--- src/rtl/bif_pkg.sv ---
// shared constants, types and codes for the border index fold block
package bif_pkg;

  // field widths
  localparam int COORD_BITS = 17;
  localparam int SIZE_BITS  = 16;
  // fold period is up to twice the size
  localparam int P_BITS     = SIZE_BITS + 1;
  localparam int CMP_BITS   = (COORD_BITS > SIZE_BITS) ? COORD_BITS : SIZE_BITS;
  localparam int CNT_BITS   = $clog2(COORD_BITS);
  localparam int MODE_BITS  = 3;

  // border mode codes
  typedef enum logic [MODE_BITS-1:0] {
    MODE_CONSTANT   = 3'd0,
    MODE_REPLICATE  = 3'd1,
    MODE_REFLECT    = 3'd2,
    MODE_WRAP       = 3'd3,
    MODE_REFLECT101 = 3'd4
  } bif_mode_t;

  // controller states
  typedef enum logic [1:0] {
    ST_IDLE,
    ST_DIV,
    ST_ADJ,
    ST_DONE
  } bif_state_t;

  // commands from controller to datapath
  typedef struct packed {
    logic load;
    logic step;
    logic adjust;
    logic emit;
  } bif_cmd_t;

endpackage

--- src/rtl/border_index_fold.sv ---
// top level of the border index fold block
// Maps a signed coordinate into 0..dim_size-1 under the border mode held in
// the configuration register (constant, replicate, reflect, wrap, reflect101;
// codes 5 to 7 give index 0 with bad_mode set). One word is worked at a time:
// after acceptance the remainder unit spends one cycle per coordinate bit,
// then the sign is fixed, and the folded result is loaded into the output
// register once that register is free or being drained; only then is a new
// word taken. The output register lets the next word be accepted while a
// finished word still waits. Write the mode only while the block is idle.
module border_index_fold (
  input  logic                                  clk,
  input  logic                                  rst,
  input  logic                                  cfg_we,
  input  logic [bif_pkg::MODE_BITS-1:0]         cfg_data,
  input  logic                                  in_valid,
  output logic                                  in_ready,
  input  logic signed [bif_pkg::COORD_BITS-1:0] coord,
  input  logic [bif_pkg::SIZE_BITS-1:0]         dim_size,
  output logic                                  out_valid,
  input  logic                                  out_ready,
  output logic [bif_pkg::SIZE_BITS-1:0]         index,
  output logic                                  bad_mode
);
  import bif_pkg::*;

  bif_cmd_t cmd;

  // sequencer
  bif_ctrl u_ctrl (
    .clk       (clk),
    .rst       (rst),
    .in_valid  (in_valid),
    .in_ready  (in_ready),
    .out_valid (out_valid),
    .out_ready (out_ready),
    .cmd       (cmd)
  );

  // arithmetic and result register
  bif_datapath u_dp (
    .clk      (clk),
    .rst      (rst),
    .cfg_we   (cfg_we),
    .cfg_data (cfg_data),
    .coord    (coord),
    .dim_size (dim_size),
    .cmd      (cmd),
    .index    (index),
    .bad_mode (bad_mode)
  );

endmodule

--- src/rtl/bif_ctrl.sv ---
// controller: sequences load, division steps, sign fix and result emit
module bif_ctrl (
  input  logic              clk,
  input  logic              rst,
  input  logic              in_valid,
  output logic              in_ready,
  output logic              out_valid,
  input  logic              out_ready,
  output bif_pkg::bif_cmd_t cmd
);
  import bif_pkg::*;

  bif_state_t          state, state_next;
  logic [CNT_BITS-1:0] cnt, cnt_next;
  logic                out_valid_next;

  // state, step count and output valid registers
  always_ff @(posedge clk) begin
    if (rst) begin
      state     <= ST_IDLE;
      cnt       <= '0;
      out_valid <= 1'b0;
    end else begin
      state     <= state_next;
      cnt       <= cnt_next;
      out_valid <= out_valid_next;
    end
  end

  // next state and commands
  always_comb begin
    state_next = state;
    cnt_next   = cnt;
    cmd        = '0;
    in_ready   = 1'b0;
    case (state)
      ST_IDLE: begin
        in_ready = 1'b1;
        if (in_valid) begin
          cmd.load   = 1'b1;
          cnt_next   = '0;
          state_next = ST_DIV;
        end
      end
      ST_DIV: begin
        cmd.step = 1'b1;
        cnt_next = cnt + CNT_BITS'(1);
        if (cnt == CNT_BITS'(COORD_BITS - 1)) begin
          state_next = ST_ADJ;
        end
      end
      ST_ADJ: begin
        cmd.adjust = 1'b1;
        state_next = ST_DONE;
      end
      ST_DONE: begin
        // hand off once the output register is free or being drained
        if (!out_valid || out_ready) begin
          cmd.emit   = 1'b1;
          state_next = ST_IDLE;
        end
      end
      default: begin
        state_next = ST_IDLE;
      end
    endcase
  end

  // output word valid
  always_comb begin
    out_valid_next = out_valid;
    if (cmd.emit) begin
      out_valid_next = 1'b1;
    end else if (out_ready) begin
      out_valid_next = 1'b0;
    end
  end

endmodule

--- src/rtl/bif_datapath.sv ---
// datapath: mode register, restoring remainder unit, fold and output register
module bif_datapath (
  input  logic                             clk,
  input  logic                             rst,
  input  logic                             cfg_we,
  input  logic [bif_pkg::MODE_BITS-1:0]    cfg_data,
  input  logic signed [bif_pkg::COORD_BITS-1:0] coord,
  input  logic [bif_pkg::SIZE_BITS-1:0]    dim_size,
  input  bif_pkg::bif_cmd_t                cmd,
  output logic [bif_pkg::SIZE_BITS-1:0]    index,
  output logic                             bad_mode
);
  import bif_pkg::*;

  logic [MODE_BITS-1:0]  mode;
  logic                  neg;
  logic [COORD_BITS-1:0] xmag;
  logic [COORD_BITS-1:0] dvd;
  logic [SIZE_BITS-1:0]  size;
  logic [P_BITS-1:0]     p;
  logic [P_BITS-1:0]     rem;

  logic [COORD_BITS-1:0] mag_in;
  logic [P_BITS-1:0]     p_in;
  logic [P_BITS:0]       rem_sh;
  logic [P_BITS-1:0]     rem_step;
  logic                  bad;
  logic                  in_range;
  logic                  rem_hi;
  logic [SIZE_BITS-1:0]  result;

  // border mode register
  always_ff @(posedge clk) begin
    if (rst) begin
      mode <= MODE_CONSTANT;
    end else if (cfg_we) begin
      mode <= cfg_data;
    end
  end

  // magnitude of the coordinate and fold period for the current mode
  always_comb begin
    mag_in = coord[COORD_BITS-1] ? COORD_BITS'(-coord) : COORD_BITS'(coord);
    case (mode)
      MODE_REFLECT:    p_in = {dim_size, 1'b0};
      MODE_REFLECT101: p_in = {dim_size, 1'b0} - P_BITS'(2);
      default:         p_in = {1'b0, dim_size};
    endcase
  end

  // one restoring step: shift in the next dividend bit, subtract if it fits
  always_comb begin
    rem_sh   = {rem, dvd[COORD_BITS-1]};
    rem_step = rem_sh[P_BITS-1:0];
    if (rem_sh >= {1'b0, p}) begin
      rem_step = P_BITS'(rem_sh - {1'b0, p});
    end
  end

  // operand and remainder registers
  always_ff @(posedge clk) begin
    if (cmd.load) begin
      neg  <= coord[COORD_BITS-1];
      xmag <= mag_in;
      dvd  <= mag_in;
      size <= dim_size;
      p    <= p_in;
      rem  <= '0;
    end else if (cmd.step) begin
      dvd <= dvd << 1;
      rem <= rem_step;
    end else if (cmd.adjust) begin
      // negative coordinate: bring the remainder into 0..p-1
      if (neg && (rem != '0)) begin
        rem <= p - rem;
      end
    end
  end

  // final fold per mode
  always_comb begin
    bad      = (mode > MODE_BITS'(MODE_REFLECT101));
    in_range = !neg && (CMP_BITS'(xmag) < CMP_BITS'(size));
    rem_hi   = (rem >= {1'b0, size});
    result   = '0;
    if (!bad && (size != '0)) begin
      case (mode)
        MODE_CONSTANT: begin
          result = in_range ? SIZE_BITS'(xmag) : '0;
        end
        MODE_REPLICATE: begin
          if (neg) begin
            result = '0;
          end else if (in_range) begin
            result = SIZE_BITS'(xmag);
          end else begin
            result = size - SIZE_BITS'(1);
          end
        end
        MODE_REFLECT: begin
          result = rem_hi ? SIZE_BITS'(p - P_BITS'(1) - rem) : SIZE_BITS'(rem);
        end
        MODE_WRAP: begin
          result = SIZE_BITS'(rem);
        end
        MODE_REFLECT101: begin
          if (size == SIZE_BITS'(1)) begin
            result = '0;
          end else begin
            result = rem_hi ? SIZE_BITS'(p - rem) : SIZE_BITS'(rem);
          end
        end
        default: begin
          result = '0;
        end
      endcase
    end
  end

  // output word register
  always_ff @(posedge clk) begin
    if (cmd.emit) begin
      index    <= result;
      bad_mode <= bad;
    end
  end

endmodule

--- config.mk ---
export PLATFORM = sky130hd
export DESIGN_NAME = border_index_fold
export DESIGN_NICKNAME = d
export VERILOG_FILES = /design/src/rtl/bif_pkg.sv /design/src/rtl/border_index_fold.sv /design/src/rtl/bif_ctrl.sv /design/src/rtl/bif_datapath.sv
export SDC_FILE = /design/constraint.sdc
export NUM_CORES = 1
export LEC_CHECK = 0
export ABC_AREA = 1
export BUFFER_PORTS_ARGS = -buffer_cell sky130_fd_sc_hd__clkbuf_2
export CAP_MARGIN = 20
export CORE_UTILIZATION = 30
export DETAILED_ROUTE_END_ITERATION = 8
export PLACE_DENSITY_LB_ADDON = 0.3
export SLEW_MARGIN = 20
export SYNTH_ARGS = -nofsm -noshare
export SYNTH_HDL_FRONTEND = slang
export SYNTH_SLANG_ARGS = --single-unit
--- constraint.sdc ---
create_clock -name clk -period 3.2 [get_ports clk]
set_clock_uncertainty 0.05 [all_clocks]
set_input_delay 0.64 -clock clk [delete_from_list [all_inputs] [get_ports clk]]
set_output_delay 0.64 -clock clk [all_outputs]
set_load 0.005 [all_outputs]
# Word level (Yosys, flattened, before mapping)
# Index checks and enable logic that the tools add are counted.
[op_classes]
add_sub_neg = 8
n_lt_le_gt_ge = 4
eq_ne = 12
mux = 30
reduce_logical = 19
[ops]
columns = ["cell", "count"]
rows = [
  ["two-way mux 17 bit", 7],
  ["two-way mux 16 bit", 6],
  ["case mux 16 bit (5 select lines)", 1],
  ["case mux 17 bit (2 select lines)", 1],
  ["subtractor 17 bit", 2],
  ["subtractor 16 x 1 -> 16 bit, second input constant", 2],
  ["greater-or-equal comparator 18 x 17 -> 1 bit", 1],
  ["greater-or-equal comparator 17 x 16 -> 1 bit", 1],
  ["< comparator 17 x 16 -> 1 bit", 1],
  ["negator 17 bit", 1],
  ["nonzero test 17 bit", 1],
  ["subtractor 17 x 2 -> 17 bit, second input constant", 1],
  ["equality test 16 x 1 -> 1 bit, second input constant", 1],
  ["nonzero test 16 bit", 1],
  ["subtractor 16 bit", 1],
  ["case mux 5 bit (2 select lines)", 1],
  ["nonzero test 2 bit", 5],
  ["two-way mux 1 bit", 9],
  ["case mux 2 bit (4 select lines)", 1],
  ["equality test 3 x 2 -> 1 bit, second input constant", 2],
  ["two-way mux 2 bit", 3],
  ["adder 5 x 1 -> 5 bit, second input constant", 1],
  ["equality test 5 bit, second input constant", 1],
  ["two-way mux 5 bit", 1],
  ["14 further kinds", 21],
]
[totals]
register_bits = 113
inputBits = 41
output_inout_bits = 19

# Longest topological paths before layout
# Gate-level depths: netlist of run 1.
[logic_depth]
word_depth = 5
depth_mapped = 18
depth_no_buf = 17

# By module
# Synthesis of run 1 repeated with hierarchy kept, for this count alone.
[hier_totals]
hier_cells = 1440
hier_area_um2 = 9841.9
[by_module_without_submodules]
columns = ["module", "instances", "cells_per_inst", "area_each_um2"]
rows = [
  ["bif_datapath", 1, 1370, 9351.5],
  ["bif_ctrl", 1, 70, 490.5],
]

# Worst setup path after synthesis of run 1
# Ideal clock, no wire load.
[synth_timing]
kind = "register to register"
from = "register u_ctrl.state[0]"
to = "register u_dp.neg, enable pin"
setup_time_ns = 0.436
arrival_ns = 2.474
required_ns = 2.714
slack_ns = 0.240
stages_incl_launch_ff = 6
path_cell_list = "dfxtp_1 inv_1 ha_1 nand2_1 inv_1 buf_1"
[synth_lines]
columns = ["item", "line_no", "rtl"]
rows = [
  ["from (decl)", "bif_ctrl.sv:13", "bif_state_t state, state_next;"],
  ["from (signal assigned)", "bif_ctrl.sv:24", "state <= state_next;"],
  ["to (signal assigned)", "bif_datapath.sv:63", "neg <= coord[COORD_BITS-1];"],
  ["to (decl)", "bif_datapath.sv:16", "logic neg;"],
]

# Worst setup path after layout of run 1
[layout_timing]
from = "register u_dp.rem[1]"
to = "register u_dp.index[8] (netlist name), data pin"
[layout_via]
elab_chain_len = 4
elab_cells_between_ends = 7
classes_between = "add/sub: 2; order compare: 1; mux: 4"
[layout_rtl]
columns = ["item", "line_no", "rtl"]
rows = [
  ["from (decl)", "bif_datapath.sv:21", "logic [P_BITS-1:0] rem;"],
  ["from (signal assigned)", "bif_datapath.sv:71", "rem <= rem_step;"],
  ["from (signal assigned)", "bif_datapath.sv:75", "rem <= p - rem;"],
  ["subtractor 17 bit or greater-or-equal comparator 17 x 16 -> 1 bit (tied branches)", "n/a", ""],
  ["two-way mux 16 bit", "bif_datapath.sv:110", "result = rem_hi ? SIZE_BITS'(p - rem) : SIZE_BITS'(rem);"],
  ["two-way mux 16 bit", "bif_datapath.sv:107", "if (size == SIZE_BITS'(1)) begin"],
  ["case mux 16 bit (5 select lines) *", "bif_datapath.sv:87", "case (mode)"],
  ["to (signal assigned)", "bif_datapath.sv:123", "index <= result;"],
  ["to (decl)", "bif_datapath.sv:10", "output logic [bif_pkg::SIZE_BITS-1:0] index,"],
]
# Every way passes the cells marked *; elsewhere a longest branch is shown, timed or not.
# A chain may end at the register's enable or synchronous reset.

==> results.md, run 1 <==
### Power
* 5.62 nW — Static Leak
* 385 uV — largest voltage drop on the vdd net
* 928 mW/mm2 — Power Density

### Run status
* finished clean — outcome

### CTS
* 0 — Gates resized, CTS repair
* 0 — Post-CTS Setup Repair Bufs
* sky130_fd_sc_hd__clkbuf_16 — Clock Tree Root
* 113 — clock net sink count
* 17 — total clock buffers created by CTS
* 2 — Max Root-Sink Buffers
* built — clock tree from TritonCTS
* 4 — H-Tree Level Count
* 420 ps — source-to-sink clock delay at the later pin of the worst-skew pair
* 0 — hold bufs inserted after CTS
* 60 ps — clock-pin slew of the registers on the worst-case setup and hold paths

### Floorplan
* 0.0342 mm2 — die footprint
* 60 — I/O Pins
* 0.0327 mm2 — area of the core region
* 185 um — Die Span Y
* 0.307 — initial cell density of the core
* 66 — Row Count
* 185 um — width of the die

### Drt
* 4.95 — vias per std cell
* 837 — number of DRC markers in iteration 0
* 33700 um — wirelength, routed
* 16.6 um — wire length per cell
* 10.1k — total vias in the final route
* 0 — post-route DRC violation count
* 0 — antenna viol nets, final
* 5 — number of detailed-route iterations in the first pass

### Final layout
* 14.6% — P&R area growth vs syn
* 0.0950 — share of post-route cells with drive strength above 1
* 0 — number of antenna diodes
* 1697 — number of nets in the final layout
* 2032 — non-filler cells in the finished layout

### STA
* 0 — Setup-failing EPs final
* 0 — total count of hold-check failures in the final report
* 348 MHz — Fmax achieved
* no — RSZ-0062 raised after global routing
* 0 — Max Transition Viols Final
* 1020 ps — measured slew at the worst slew-check pin
* 0.899 — part of the cycle the worst path needs
* 0 ps — Total Negative Setup Slacks
* 2880 ps — minimum period implied by the final worst setup slack
* 324 ps — crit path setup slack, layout
* 0.316 — tightest slew margin relative to the limit

### Place
* 27000 um — DPL Wire Length
* 0.944 — routability congestion estimate from global placement
* 341 ps — post-placement setup slack
* 2000 — # placed instances
* 59 — number of port buffers

### Critical path
* inv_1 -> fa_1 -> nand3_1 -> nand2_1 -> nand2_1 -> nand3_1 -> xnor2_1 -> nand2_1 -> nand2_1 -> a21oi_1 -> nor2_1 -> nor2_1 — Cell Chain, Critical Path
* flop — Worst Setup End Kind
* u_dp.index[8]$_SDFFCE_PN0P_ — capture point of the worst reg-to-reg path
* 7 — biggest fanout along the worst timing path
* 590 ps — Slowest Stage Delay on Critical Path
* sky130_fd_sc_hd__nand2_1 — Top cell by count, worst path
* 3300 ps — required time of the critical path
* u_dp.rem[1]$_SDFFE_PP0P_ — startpoint of the worst-slack reg-to-reg timing path
* flop to flop — crit path kind
* 12 — reg2reg path depth
* sky130_fd_sc_hd__fa_1 — Slowest-stage cell, CP
* flop — Worst Setup Start Kind
* 320 ps — worst reg-to-reg setup slack
* 2980 ps — data arrival at the endpoint of the critical path

### Global route
* 9041 — vias in the first global route
* 0.201 — global-route total usage across every layer
* 43 — largest net degree at the start of global routing
* 0 — antenna violations before repair
* 0 — total global routing overflow
* 51600 um — global-route wire length before repair

### Synth
* 85 — number of enable flip-flop cells after synthesis
* sky130_fd_sc_hd__nand2_1 (483), sky130_fd_sc_hd__inv_1 (228), sky130_fd_sc_hd__nand3_1 (143), sky130_fd_sc_hd__nor2_1 (139), sky130_fd_sc_hd__edfxtp_1 (85) — leading post-synthesis cells by instance count
* 46 — post-synth cell types
* 113 — FF+latch count, synth
* sky130_fd_sc_hd__nand2_1 — most frequently used cell type in the post-synthesis netlist
* 6.68 um2 — mean post-synth cell area
* 0 — Yosys warnings
* 0.0100 mm2 — synthesized cell area
* sky130_fd_sc_hd__edfxtp_1 — dominant register cell in the synthesized netlist
* 1503 — synthesized instance count
* 0.254 — fraction of post-synthesis cell area in the top cell type by area
* sky130_fd_sc_hd__edfxtp_1 — leading area contributor after synthesis
* 0 — Synth async-reset ratio
* 0.310 — post-synthesis sequential area ratio
* sky130_fd_sc_hd__edfxtp_1 (25%), sky130_fd_sc_hd__nand2_1 (18%), sky130_fd_sc_hd__ha_1 (9.5%) — top post-synthesis cells by area
* 1623 — syn nets

### Worst hold path
* u_dp.xmag[0]$_DFFE_PP_ — destination of the worst hold path
* coord[0] — hold wc startpoint
* primary input to flop — HP Class
* 1 — worst hold path depth

### Flow run
* 0 — max-cap viol count

[where the power goes]
part / internal [W] / switching, W / total (W)
clock network: 0.00107 / 0.000772 / 0.00184
logic: 0.00206 / 0.00421 / 0.00627
registers: 0.00215 / 0.000421 / 0.00257
[worst max path at each step]
stage / from / to / slack [ps] / depth (start not counted)
2_1_floorplan: u_ctrl.state[0]$_SDFFE_PP0P_ / u_dp.neg$_DFFE_PP_ / 240 / 5
3_3_place_gp: u_dp.rem[1]$_SDFFE_PP0P_ / u_dp.index[8]$_SDFFCE_PN0P_ / 310 / 12
3_5_place_dp: u_dp.rem[1]$_SDFFE_PP0P_ / u_dp.index[8]$_SDFFCE_PN0P_ / 340 / 12
4_1_cts: u_dp.rem[1]$_SDFFE_PP0P_ / u_dp.index[8]$_SDFFCE_PN0P_ / 300 / 12
5_1_grt: u_dp.size[4]$_DFFE_PP_ / u_dp.index[12]$_SDFFCE_PN0P_ / 130 / 16
6_report: u_dp.rem[1]$_SDFFE_PP0P_ / u_dp.index[8]$_SDFFCE_PN0P_ / 320 / 12
[critical path: cells and delay by family (launching register included)]
kind / cells / cell delay (ps)
and+or+nand+nor: 8 / 790
adders and majority gates: 1 / 590
DFF: 1 / 570
xor gates and xnor gates: 1 / 290
buffers and inverters: 1 / 200
AOI/OAI and AO/OA: 1 / 110
[layout make-up]
class | count | area, um2
fillers | 3554 | 21200
clock buffers | 20 | 468
clock inverters | 12 | 95.1
multi-input cells | 1125 | 5900
repair buffers | 88 | 513
well taps | 442 | 553
flip-flops and latches | 113 | 3110
inverters | 232 | 871
[stage by stage]
step | area [um2] | power (W) | hold slack (ps) | util
2_1_floorplan | 10000 | 0.00685 | 415 | -
3_3_place_gp | 10900 | 0.00877 | 446 | 0.335
3_5_place_dp | 10900 | 0.00877 | 455 | 0.335
4_1_cts | 11500 | 0.0106 | 362 | 0.352
5_1_grt | 11500 | 0.0116 | 364 | 0.352
6_report | 11500 | 0.0107 | 370 | 0.352
[flip-flops by register name, indices dropped and copies added, names as in the netlist]
signal	count
u_dp.index	16
u_dp.rem	17
u_ctrl.state	2
u_dp.p	17
u_dp.neg	1
u_ctrl.out_valid	1
u_dp.mode	3
u_dp.dvd	17
u_dp.bad_mode	1
u_ctrl.cnt	5
u_dp.xmag	17
u_dp.size	16
[kinds of logic (layout without fill, tap and decap cells)]
logic type,Yosys count,after routing,synth area share
buf+inv,265,352,0.104
xor+xnor,52,52,0.0453
fa+ha+maj,79,79,0.101
flops,113,113,0.310
simple gates,827,827,0.345
compound gates,167,167,0.0949
[routing by layer]
metal  vias to the layer above  global-route usage  routed length, um
met3                        44              0.0413               2730
met1                      4646               0.280              15600
li1                       5016                   -                  -
met4                         0              0.0621                762
met5                         -                   0                  0
met2                       356               0.308              14600
[cells in the final DEF (no fill, tap or decap), drive strengths merged, types with 37 or more instances in the layout]
cell type  Yosys  layout
ha            76      76
nor2         142     142
clkbuf        17      79
inv          232     236
a21oi         85      85
xor2          37      37
nand2        492     492
nand3        144     144
edfxtp        85      85
o21ai         45      45
No activity file was read; power rests on OpenSTA's default activity.
==> run 2: changes to the inputs <==
--- a/config.mk
+++ b/config.mk
@@ -10,7 +10,9 @@
 export CAP_MARGIN = 20
 export CORE_UTILIZATION = 30
 export DETAILED_ROUTE_END_ITERATION = 8
+export HOLD_SLACK_MARGIN = 0.1
 export PLACE_DENSITY_LB_ADDON = 0.3
+export RECOVER_POWER = 100
 export SLEW_MARGIN = 20
 export SYNTH_ARGS = -nofsm -noshare
 export SYNTH_HDL_FRONTEND = slang
==> run 2 against run 1 <==
Against the previous run:
- the run now ends with max-capacitance violations, max-slew violations left
- flip-flop and latch count unchanged
- maximum frequency fell by 2.6%
- non-clock buffer count is the same
- die area unchanged
- worst setup slack got worse by 77 ps
- first-iteration DRC count rose by 10%
- global-route usage is the same
- via count shrank 0.64%
- clock-buffer cell count did not move
- combinational power shrank 0.8%
- utilization decreased by 0.28 points
- critical path depth rose by 1
- critical path type unchanged
==> results.md, run 2 (synthesized netlist as in run 1, its figures left out) <==
### CTS
* 4 — H-Tree Level Count, unchanged
* 0 — Post-CTS Setup Repair Bufs, unchanged
* 17 — total clock buffers created by CTS, unchanged
* 113 — clock net sink count, unchanged
* 60 ps — clock-pin slew of the registers on the worst-case setup and hold paths, about the same
* sky130_fd_sc_hd__clkbuf_16 — Clock Tree Root, unchanged
* 2 — Max Root-Sink Buffers, unchanged
* built — clock tree from TritonCTS, unchanged
* 420 ps — source-to-sink clock delay at the later pin of the worst-skew pair, about the same
* 0 — hold bufs inserted after CTS, unchanged
* 0 — Gates resized, CTS repair, unchanged

### Power
* 5.49 nW — Static Leak, was 5.62 nW
* 932 mW/mm2 — Power Density, was 928 mW/mm2
* 0.0106 W — post-layout power, was 0.0107 W
* 384 uV — largest voltage drop on the vdd net, was 385 uV

### STA
* 395 ps — hold slack final, was 370 ps
* 0.923 — part of the cycle the worst path needs, was 0.899
* 2950 ps — minimum period implied by the final worst setup slack, was 2880 ps
* no — RSZ-0062 raised after global routing, unchanged
* 0 — total count of hold-check failures in the final report, unchanged
* 1620 ps — measured slew at the worst slew-check pin, was 1020 ps
* 0 — Setup-failing EPs final, unchanged
* -0.0802 — tightest slew margin relative to the limit, was 0.316
* 339 MHz — Fmax achieved, was 348 MHz
* 30 — Max Transition Viols Final, was 0
* 0 ps — Total Negative Setup Slacks, unchanged

### Floorplan
* 60 — I/O Pins, unchanged
* 0.0327 mm2 — area of the core region, unchanged
* 185 um — Die Span Y, unchanged
* 0.0342 mm2 — die footprint, unchanged
* 185 um — width of the die, unchanged
* 66 — Row Count, unchanged
* 0.307 — initial cell density of the core, unchanged

### Drt
* 0 — post-route DRC violation count, unchanged
* 9998 — total vias in the final route, was 10.1k
* 924 — number of DRC markers in iteration 0, was 837
* 5 — number of detailed-route iterations in the first pass, unchanged
* 16.6 um — wire length per cell, about the same
* 4.92 — vias per std cell, was 4.95
* 33800 um — wirelength, routed, was 33700 um
* 0 — antenna viol nets, final, unchanged

### Global route
* 51600 um — global-route wire length before repair, unchanged
* 43 — largest net degree at the start of global routing, unchanged
* 0.201 — global-route total usage across every layer, unchanged
* 9041 — vias in the first global route, unchanged
* 0 — antenna violations before repair, unchanged
* 0 — total global routing overflow, unchanged

### Critical path
* 3230 ps — data arrival at the endpoint of the critical path, was 2980 ps
* sky130_fd_sc_hd__fa_1 — Slowest-stage cell, CP, unchanged
* 3480 ps — required time of the critical path, was 3300 ps
* simple AND/OR/NAND/NOR gates — CP delay by family, top, unchanged
* 25 — biggest fanout along the worst timing path, was 7
* inv_1 -> fa_1 -> o21ai_2 -> nand2_1 -> nand2_2 -> nand3_1 -> nand2_2 -> nand2_4 -> nand2_2 -> nand2_1 -> nand3_1 -> nand2_1 -> a21oi_1 — Cell Chain, Critical Path, was inv_1 -> fa_1 -> nand3_1 -> nand2_1 -> nand2_1 -> nand3_1 -> xnor2_1 -> nand2_1 -> nand2_1 -> a21oi_1 -> nor2_1 -> nor2_1
* flop to flop — crit path kind, unchanged
* flop — Worst Setup Start Kind, unchanged
* 1 — worst path bufs/invs, unchanged
* 510 ps — Slowest Stage Delay on Critical Path, was 590 ps
* flop — Worst Setup End Kind, unchanged

### Place
* 0.0109 mm2 — cell area after placement, unchanged
* 2000 — # placed instances, unchanged
* 27000 um — DPL Wire Length, unchanged
* 0.944 — routability congestion estimate from global placement, unchanged
* 59 — number of port buffers, unchanged

### Run status
* max-capacitance violations, max-slew violations — failing checks
* finished, violations left — outcome, was finished clean

### Final layout
* sky130_fd_sc_hd__nand2_1 — most common library cell in the layout ignoring fill and taps, unchanged
* 0.0660 — share of post-route cells with drive strength above 1, was 0.0950
* 1697 — number of nets in the final layout, unchanged
* 0.0114 mm2 — total non-filler cell area in the finished layout, was 0.0115 mm2
* 13.7% — P&R area growth vs syn, was 14.6%
* 0 — number of antenna diodes, unchanged
* sky130_fd_sc_hd__nand2_1 (483), sky130_fd_sc_hd__inv_1 (228), sky130_fd_sc_hd__nand3_1 (144) — commonest non-fill, non-tap cells in the layout, was sky130_fd_sc_hd__nand2_1 (483), sky130_fd_sc_hd__inv_1 (227), sky130_fd_sc_hd__nand3_1 (143)
* 2032 — non-filler cells in the finished layout, unchanged

### Flow run
* 1 — max-cap viol count, was 0

### Worst hold path
* primary input to flop — HP Class, unchanged

==> run 2: cell type report <==
cell class                 count  area [um2]
inverter                     232         871
sequential                   113        3110
multi-input combinational   1125        5880
tap                          442         553
clock buffer                  20         468
clock inverter                12        95.1
fill                        3575       21300
timing repair buffer          88         440
==> run 2: metrics by stage <==
step	utilization	worst slack, ps
after floorplan	-	240
after global placement	0.335	310
after detailed placement	0.335	341
after CTS	0.352	300
after global routing	0.349	73.4
final	0.349	247
==> run 2: path summary, 6_finish.rpt <==
| kind | cells after the start | end | slack, ps | start |
|---|---|---|---|---|
| max | 13 | u_dp.rem[9]$_SDFFE_PP0P_ | 250 | u_dp.rem[0]$_SDFFE_PP0P_ |
| min | 1 | u_dp.xmag[0]$_DFFE_PP_ | 390 | coord[0] |
| max reg2reg | 13 | u_dp.rem[9]$_SDFFE_PP0P_ | 250 | u_dp.rem[0]$_SDFFE_PP0P_ |
| min reg2reg | 2 | u_ctrl.out_valid$_SDFFE_PP0P_ | 460 | u_ctrl.out_valid$_SDFFE_PP0P_ |
==> run 2: report_power, final <==
part           switching (W)  internal (W)  leakage [nW]
sequential          0.000420       0.00216          1.04
clock               0.000769       0.00107         0.273
combinational        0.00420       0.00202          4.18
total                0.00539       0.00524          5.49
==> run 2: routing by layer <==
layer | vias to the layer above | wire, um | global-route usage
li1 | 5012 | - | -
met5 | - | 0 | 0
met3 | 41 | 2520 | 0.0413
met1 | 4619 | 15900 | 0.280
met4 | 0 | 723 | 0.0621
met2 | 326 | 14600 | 0.308
